==> config.mk <==
export PLATFORM = sky130hd
export DESIGN_NAME = lge_ctrl
export DESIGN_NICKNAME = d
export VERILOG_FILES = /design/src/design/lge_pkg.sv /design/src/design/lge_ctrl.sv
export VERILOG_INCLUDE_DIRS = /design/src /design/src/design
export SDC_FILE = /design/constraint.sdc
export NUM_CORES = 1
export LEC_CHECK = 0
export ABC_AREA = 0
export BUFFER_PORTS_ARGS = -buffer_cell sky130_fd_sc_hd__clkbuf_2
export CORE_AREA = 2 2 39 41
export DETAILED_ROUTE_END_ITERATION = 12
export DIE_AREA = 0 0 41 43
export PLACE_DENSITY_LB_ADDON = 0.1
export SYNTH_ARGS = -nofsm -noshare
export SYNTH_HDL_FRONTEND = slang
export SYNTH_SLANG_ARGS = --single-unit
==> constraint.sdc <==
create_clock -name clk_i -period 3.1 [get_ports clk_i]
set_clock_uncertainty 0.15 [all_clocks]
set_input_delay 0.62 -clock clk_i [delete_from_list [all_inputs] [get_ports clk_i]]
set_output_delay 0.62 -clock clk_i [all_outputs]
set_load 0.02 [all_outputs]
==> src/design/life_generation_engine_assert.svh <==
// ----------------------------------------------------------------------------
// life_generation_engine_assert.svh
// Assertion macros shared by the life generation engine modules.
// ----------------------------------------------------------------------------
`ifndef LIFE_GENERATION_ENGINE_ASSERT_SVH
`define LIFE_GENERATION_ENGINE_ASSERT_SVH

`ifndef SYNTHESIS
// Property checked on every clock edge outside reset.
`define LGE_ASSERT(label, clk, rst_n, prop) \
  label: assert property (@(posedge clk) disable iff (!rst_n) (prop)) \
    else $error("%m: assertion failed");
// Same-cycle implication, antecedent and consequent given separately.
`define LGE_ASSERT_IMPL(label, clk, rst_n, ante, cons) \
  label: assert property (@(posedge clk) disable iff (!rst_n) (ante) |-> (cons)) \
    else $error("%m: implication failed");
`else
`define LGE_ASSERT(label, clk, rst_n, prop)
`define LGE_ASSERT_IMPL(label, clk, rst_n, ante, cons)
`endif

`endif

==> src/design/lge_pkg.sv <==
// ----------------------------------------------------------------------------
// lge_pkg
// Shared constants, codes and control types of the life generation engine.
// ----------------------------------------------------------------------------
package lge_pkg;

  localparam int unsigned DEF_MAX_WIDTH  = 64;
  localparam int unsigned DEF_MAX_HEIGHT = 64;

  localparam int unsigned COORD_W   = 6;
  localparam int unsigned KIND_W    = 2;
  localparam int unsigned CFG_W     = 7;
  localparam int unsigned CFG_IDX_W = 1;
  localparam int unsigned COUNT_W   = 13;

  localparam logic [COUNT_W-1:0] COUNT_MAX  = '1;
  localparam logic [CFG_W-1:0]   GRID_RESET = 7'd64;

  // item kinds
  localparam logic [KIND_W-1:0] KIND_WRITE = 2'd0;
  localparam logic [KIND_W-1:0] KIND_GEN   = 2'd1;
  localparam logic [KIND_W-1:0] KIND_READ  = 2'd2;

  // configuration register indexes
  localparam logic [CFG_IDX_W-1:0] CFG_GRID_WIDTH  = 1'd0;
  localparam logic [CFG_IDX_W-1:0] CFG_GRID_HEIGHT = 1'd1;

  // Moore neighborhood offsets
  localparam int NBR_DX [8] = '{-1, 0, 1, -1, 1, -1, 0, 1};
  localparam int NBR_DY [8] = '{-1, -1, -1, 0, 0, 1, 1, 1};

  typedef struct packed {
    logic accept;
    logic cell_wr;
    logic cell_rd;
    logic sweep_start;
    logic clear_en;
    logic out_load;
  } cmd_t;

  typedef struct packed {
    logic clear_done;
    logic sweep_done;
  } status_t;

endpackage

==> src/design/lge_ctrl.sv <==
// ----------------------------------------------------------------------------
// lge_ctrl
// Sequencer: handshakes, item decode, clearing pass and generation control.
// ----------------------------------------------------------------------------
module lge_ctrl
  import lge_pkg::*;
(
  input  logic              clk_i,
  input  logic              rst_ni,
  input  logic              in_valid_i,
  output logic              in_stall_o,
  input  logic [KIND_W-1:0] kind_i,
  output logic              out_valid_o,
  input  logic              out_stall_i,
  output cmd_t              cmd_o,
  input  status_t           status_i
);

`include "life_generation_engine_assert.svh"

  typedef enum logic [3:0] {
    ST_CLEAR = 4'b0001,
    ST_IDLE  = 4'b0010,
    ST_SWEEP = 4'b0100,
    ST_POST  = 4'b1000
  } state_e;

  state_e state_q, state_d;
  logic   out_valid_q, out_valid_d;
  logic   accept;
  logic   out_free;
  logic   is_wr, is_rd, is_gen;

  always_comb begin
    is_wr  = 1'b0;
    is_rd  = 1'b0;
    is_gen = 1'b0;
    unique case (kind_i)
      KIND_WRITE: is_wr = 1'b1;
      KIND_GEN:   is_gen = 1'b1;
      KIND_READ:  is_rd = 1'b1;
      default:    ;
    endcase
  end

  assign in_stall_o = (state_q != ST_IDLE);
  assign accept     = in_valid_i && (state_q == ST_IDLE);
  // result register can take a new beat
  assign out_free   = !out_valid_q || !out_stall_i;

  always_comb begin
    cmd_o.accept      = accept;
    cmd_o.cell_wr     = accept && is_wr;
    cmd_o.cell_rd     = accept && is_rd;
    cmd_o.sweep_start = accept && is_gen;
    cmd_o.clear_en    = (state_q == ST_CLEAR);
    cmd_o.out_load    = (state_q == ST_POST) && out_free;
  end

  always_comb begin
    state_d = state_q;
    unique case (state_q)
      ST_CLEAR: if (status_i.clear_done) state_d = ST_IDLE;
      ST_IDLE: begin
        if (accept) state_d = is_gen ? ST_SWEEP : ST_POST;
      end
      ST_SWEEP: if (status_i.sweep_done) state_d = ST_POST;
      ST_POST:  if (out_free) state_d = ST_IDLE;
      default:  state_d = ST_IDLE;
    endcase
  end

  always_comb begin
    out_valid_d = out_valid_q;
    if (cmd_o.out_load) begin
      out_valid_d = 1'b1;
    end else if (!out_stall_i) begin
      out_valid_d = 1'b0;
    end
  end

  always_ff @(posedge clk_i or negedge rst_ni) begin
    if (!rst_ni) begin
      state_q     <= ST_CLEAR;
      out_valid_q <= 1'b0;
    end else begin
      state_q     <= state_d;
      out_valid_q <= out_valid_d;
    end
  end

  assign out_valid_o = out_valid_q;

  `LGE_ASSERT_IMPL(a_load_only_when_free, clk_i, rst_ni, cmd_o.out_load, out_free)
  `LGE_ASSERT_IMPL(a_sweep_done_in_sweep, clk_i, rst_ni, status_i.sweep_done, state_q == ST_SWEEP)
  `LGE_ASSERT(a_no_accept_while_clearing, clk_i, rst_ni, cmd_o.clear_en |-> !cmd_o.accept)

endmodule

Word-level counts from Yosys, hierarchy flattened
Index checks and enable logic that the tools add are counted.

storage, ports and cells
  register bits after elaboration = 5
  word-level logic and storage cells = 35

cells by class
  mux-type cells = 11
  eq/ne operators = 12
  reductions and logical operators = 10

operators by type and width
  operator                                       count
  two-way mux 4 bit                              5
  one-hot mux 4 bit (4 select lines)             1
  != test 2 bit, second input constant           3
  logical AND 1 bit                              5
  two-way mux 1 bit                              5
  == test 4 x 1 -> 1 bit, second input constant  1
  == test 4 x 2 -> 1 bit, second input constant  1
  == test 4 x 3 -> 1 bit, second input constant  1
  == test 4 bit, second input constant           1
  != test 2 x 1 -> 1 bit, second input constant  2
  != test 4 x 2 -> 1 bit, second input constant  1
  AND reduction 4 bit                            1
  == test 2 x 1 -> 1 bit, second input constant  1
  == test 2 bit, second input constant           1
  logical NOT 1 bit                              2
  logical NOT 2 bit                              1
  logical OR 1 bit                               1

Logic depth before layout (Yosys ltp)
  depth in word-level cells = 5
  gate-level depth with buffers = 4

Worst setup path before layout
No wires, ideal clock.

  path type = reg-to-output
  from = register state_q[2]
  to = output cmd_o[3] (netlist name)
  data arrival time = 1.446 ns
  stages on the path, launching flop included = 4
  slack = 0.884 ns
  cells stage by stage = dfrtp_1 nor4b_2 nand2_1 nor3b_1

RTL lines
  item                      RTL line        RTL
  start: declaration        lge_ctrl.sv:28  state_e state_q, state_d;
  start signal: assignment  lge_ctrl.sv:87  state_q <= state_d;
  end: declaration          lge_ctrl.sv:15  output cmd_t cmd_o,

==> results.sh <==
export IMPL_status="completed"
export IMPL_p_leak_nw=0.210
export IMPL_via_per_inst=4.84
export IMPL_tightest_slew_ns=0.339
export IMPL_synth_seq_cells=5
export IMPL_port_buffers=15
export IMPL_synth_nets=45
export IMPL_hold_viol=0
export IMPL_required_ns=2.33
export IMPL_slew_headroom=0.773
export IMPL_nets=63
export IMPL_rsz0062_at_grt="false"
export IMPL_setup_violations=0
export IMPL_rr_worst_depth=3
export IMPL_cts_made_buffers=3
export IMPL_start_util=0.234
export IMPL_ys_warn_count=0
export IMPL_finalCriticalPeriod_ns=2.44
export IMPL_diodes=0
export IMPL_post_place_ws_ns=0.921
export IMPL_yosys_cell_types_count=23
export IMPL_grt_max_degree=10
export IMPL_cts_clk_slew_worst_paths_ns=0.05
export IMPL_cp_endpoint="cmd_o[3]"
export IMPL_cts_tree="built"
export IMPL_critPathArrivalTime_ns=1.67
export IMPL_reg2reg_to="state_q[3]"
export IMPL_r2r_slack_ns=1.52
export IMPL_clock_fmax_ghz=0.410
export IMPL_dieHeight_microns=43
export IMPL_grt_pass1_vias=321
export IMPL_gp_congestion=0.716
export IMPL_tns_ns=0
export IMPL_num_io_pins=16
export IMPL_synth_seq_area_share=0.390
export IMPL_area_growth_pct=32.8
export IMPL_drc_errors=0
export IMPL_r2r_start="state_q[0]"
export IMPL_p_per_area_nw_per_um2=752
export IMPL_vias=339
export IMPL_crit_type="reg -> out"
export IMPL_cts_buffer_depth=2
export IMPL_clock_latency_ns=0.25
export IMPL_hold_path_class="in -> async"
export IMPL_drt_pass1_iterations=4
export IMPL_hpwl_microns=622
export IMPL_worstSetupEndpointType="output pin"
export IMPL_cap_violations=0
export IMPL_core_sq_um=1380
export IMPL_cp_startpoint="state_q[2]"
export IMPL_postCtsHoldBufs=0
export IMPL_htree_levels=1
export IMPL_antenna_found_initial=0
export IMPL_maxSlewViolCount=0
export IMPL_startpoint_type="flip-flop"
export IMPL_cts_root_buf="clkbuf_4"
export IMPL_setup_ws_ns=0.661
export IMPL_rows=14
export IMPL_ir_drop_mv=0.244
export IMPL_wirelength_microns=772
export IMPL_post_cts_setup_buffers=0
export IMPL_dr_first_iter_drc_count=3
export IMPL_fin_crit_sh=0.787
export IMPL_grt_usage=0.115
export IMPL_avgSynthCellArea_sq_um=8.76
export IMPL_overflow=0
export IMPL_grt_pass1_wl_microns=1320
export IMPL_syn_inst=37
export IMPL_dieWidth_microns=41
export IMPL_cts_sinks=5
export IMPL_die_area_sq_um=1760
export IMPL_synth_area_sq_um=324
export IMPL_wl_per_cell_microns=11.0
export IMPL_drive_gt1_frac=0.370
export IMPL_cts_resized_gates=0
export IMPL_utilization=0.311
export IMPL_crit_fanout=9
export IMPL_postRouteAntennaNets=0
cells by family after synthesis:
| family | Yosys count | share of synthesized area |
|---|---|---|
| buf+inv | 5 | 0.0811 |
| flops | 5 | 0.390 |
| simple gates | 20 | 0.398 |
| compound gates | 7 | 0.131 |
through the flow:
step | power [mW] | std cells | cell area, sq um | hold WS [ns]
after floorplan | 0.208 | 37 | 324 | 0.174
after global placement | 0.244 | 66 | 404 | 0.300
after detailed placement | 0.245 | 66 | 404 | 0.301
after CTS | 0.327 | 70 | 430 | 0.0299
after global routing | 0.352 | 70 | 430 | 0.0300
final | 0.324 | 70 | 430 | 0.0254
metal layers:
layer  track usage  share of wire  wire (microns)
met5             0              0               0
met4         0.120          0.038              29
met3        0.0157          0.071              55
met2         0.153           0.45             348
met1         0.143           0.44             338
cell type report:
type                       count  area, sq um
fill                         153          953
clock buffer                   4         26.3
multi-input combinational     27          171
inverter                       3         11.3
timing repair buffer          15         75.1
sequential                     5          126
tap                           16         20.0
cells in the final DEF, fill, tap and decap left out:
cell type and n:
o22ai_1 1, inv_1 3, nor4_1 1, clkbuf_1 1
nor3_1 1, clkbuf_4 3, or3b_1 2, nor4b_2 1
and4b_1 1, o31ai_1 1, o21ai_0 1, clkbuf_2 15
nand3b_1 2, dfstp_2 1, a31oi_1 1, nand2_1 3
nand2b_1 1, or3_1 1, dfrtp_1 4, nor3b_1 1
a211oi_1 1, nor2_1 3, a21oi_1 2, nor2b_1 2
nand3_1 1
synth_stat cells, drive strengths merged:
| cell type | count | area [sq um] |
|---|---|---|
| nand2b | 1 | 6.26 |
| or3b | 2 | 17.5 |
| a211oi | 1 | 7.51 |
| a21oi | 2 | 10.0 |
| o21ai | 1 | 5.00 |
| o31ai | 1 | 7.51 |
| nor2 | 3 | 11.3 |
| buf | 2 | 15.0 |
| inv | 3 | 11.3 |
| nor4b | 1 | 15.0 |
| a31oi | 1 | 6.26 |
| nand2 | 3 | 11.3 |
| nor4 | 1 | 6.26 |
| nor3 | 1 | 5.00 |
| or3 | 1 | 6.26 |
| o22ai | 1 | 6.26 |
| nand3 | 1 | 5.00 |
| nor2b | 2 | 12.5 |
| dfrtp | 4 | 100 |
| nand3b | 2 | 15.0 |
| dfstp | 1 | 26.3 |
| and4b | 1 | 10.0 |
| nor3b | 1 | 7.51 |
report_power, final:
part | total (mW) | switching (mW) | internal (mW)
Combinational | 0.131 | 0.0789 | 0.0520
Clock | 0.0801 | 0.0311 | 0.0490
Sequential | 0.113 | 0.0291 | 0.0835
worst min path at each step:
| stage | startpoint | to | slack [ns] | cells past startpoint |
|---|---|---|---|---|
| after global routing | rst_ni | out_valid_o | 0.03 | 1 |
| after global placement | rst_ni | out_valid_o | 0.30 | 1 |
| after floorplan | rst_ni | out_valid_o | 0.17 | 0 |
| final | rst_ni | out_valid_o | 0.03 | 1 |
| after CTS | rst_ni | out_valid_o | 0.03 | 1 |
| after detailed placement | rst_ni | state_q[3] | 0.30 | 1 |
registers in the layout, summed over array words and instances (netlist names):
name	count
state_q	4
out_valid_o	1
worst max-delay path, cell delays in order, from the launching register on:
cell and delay [ns]:
dfrtp_1 0.45, nor4b_2 0.39, nand2_1 0.19, nor3b_1 0.20, clkbuf_2 0.19
Note: power is estimated with default switching activity, not from simulation.
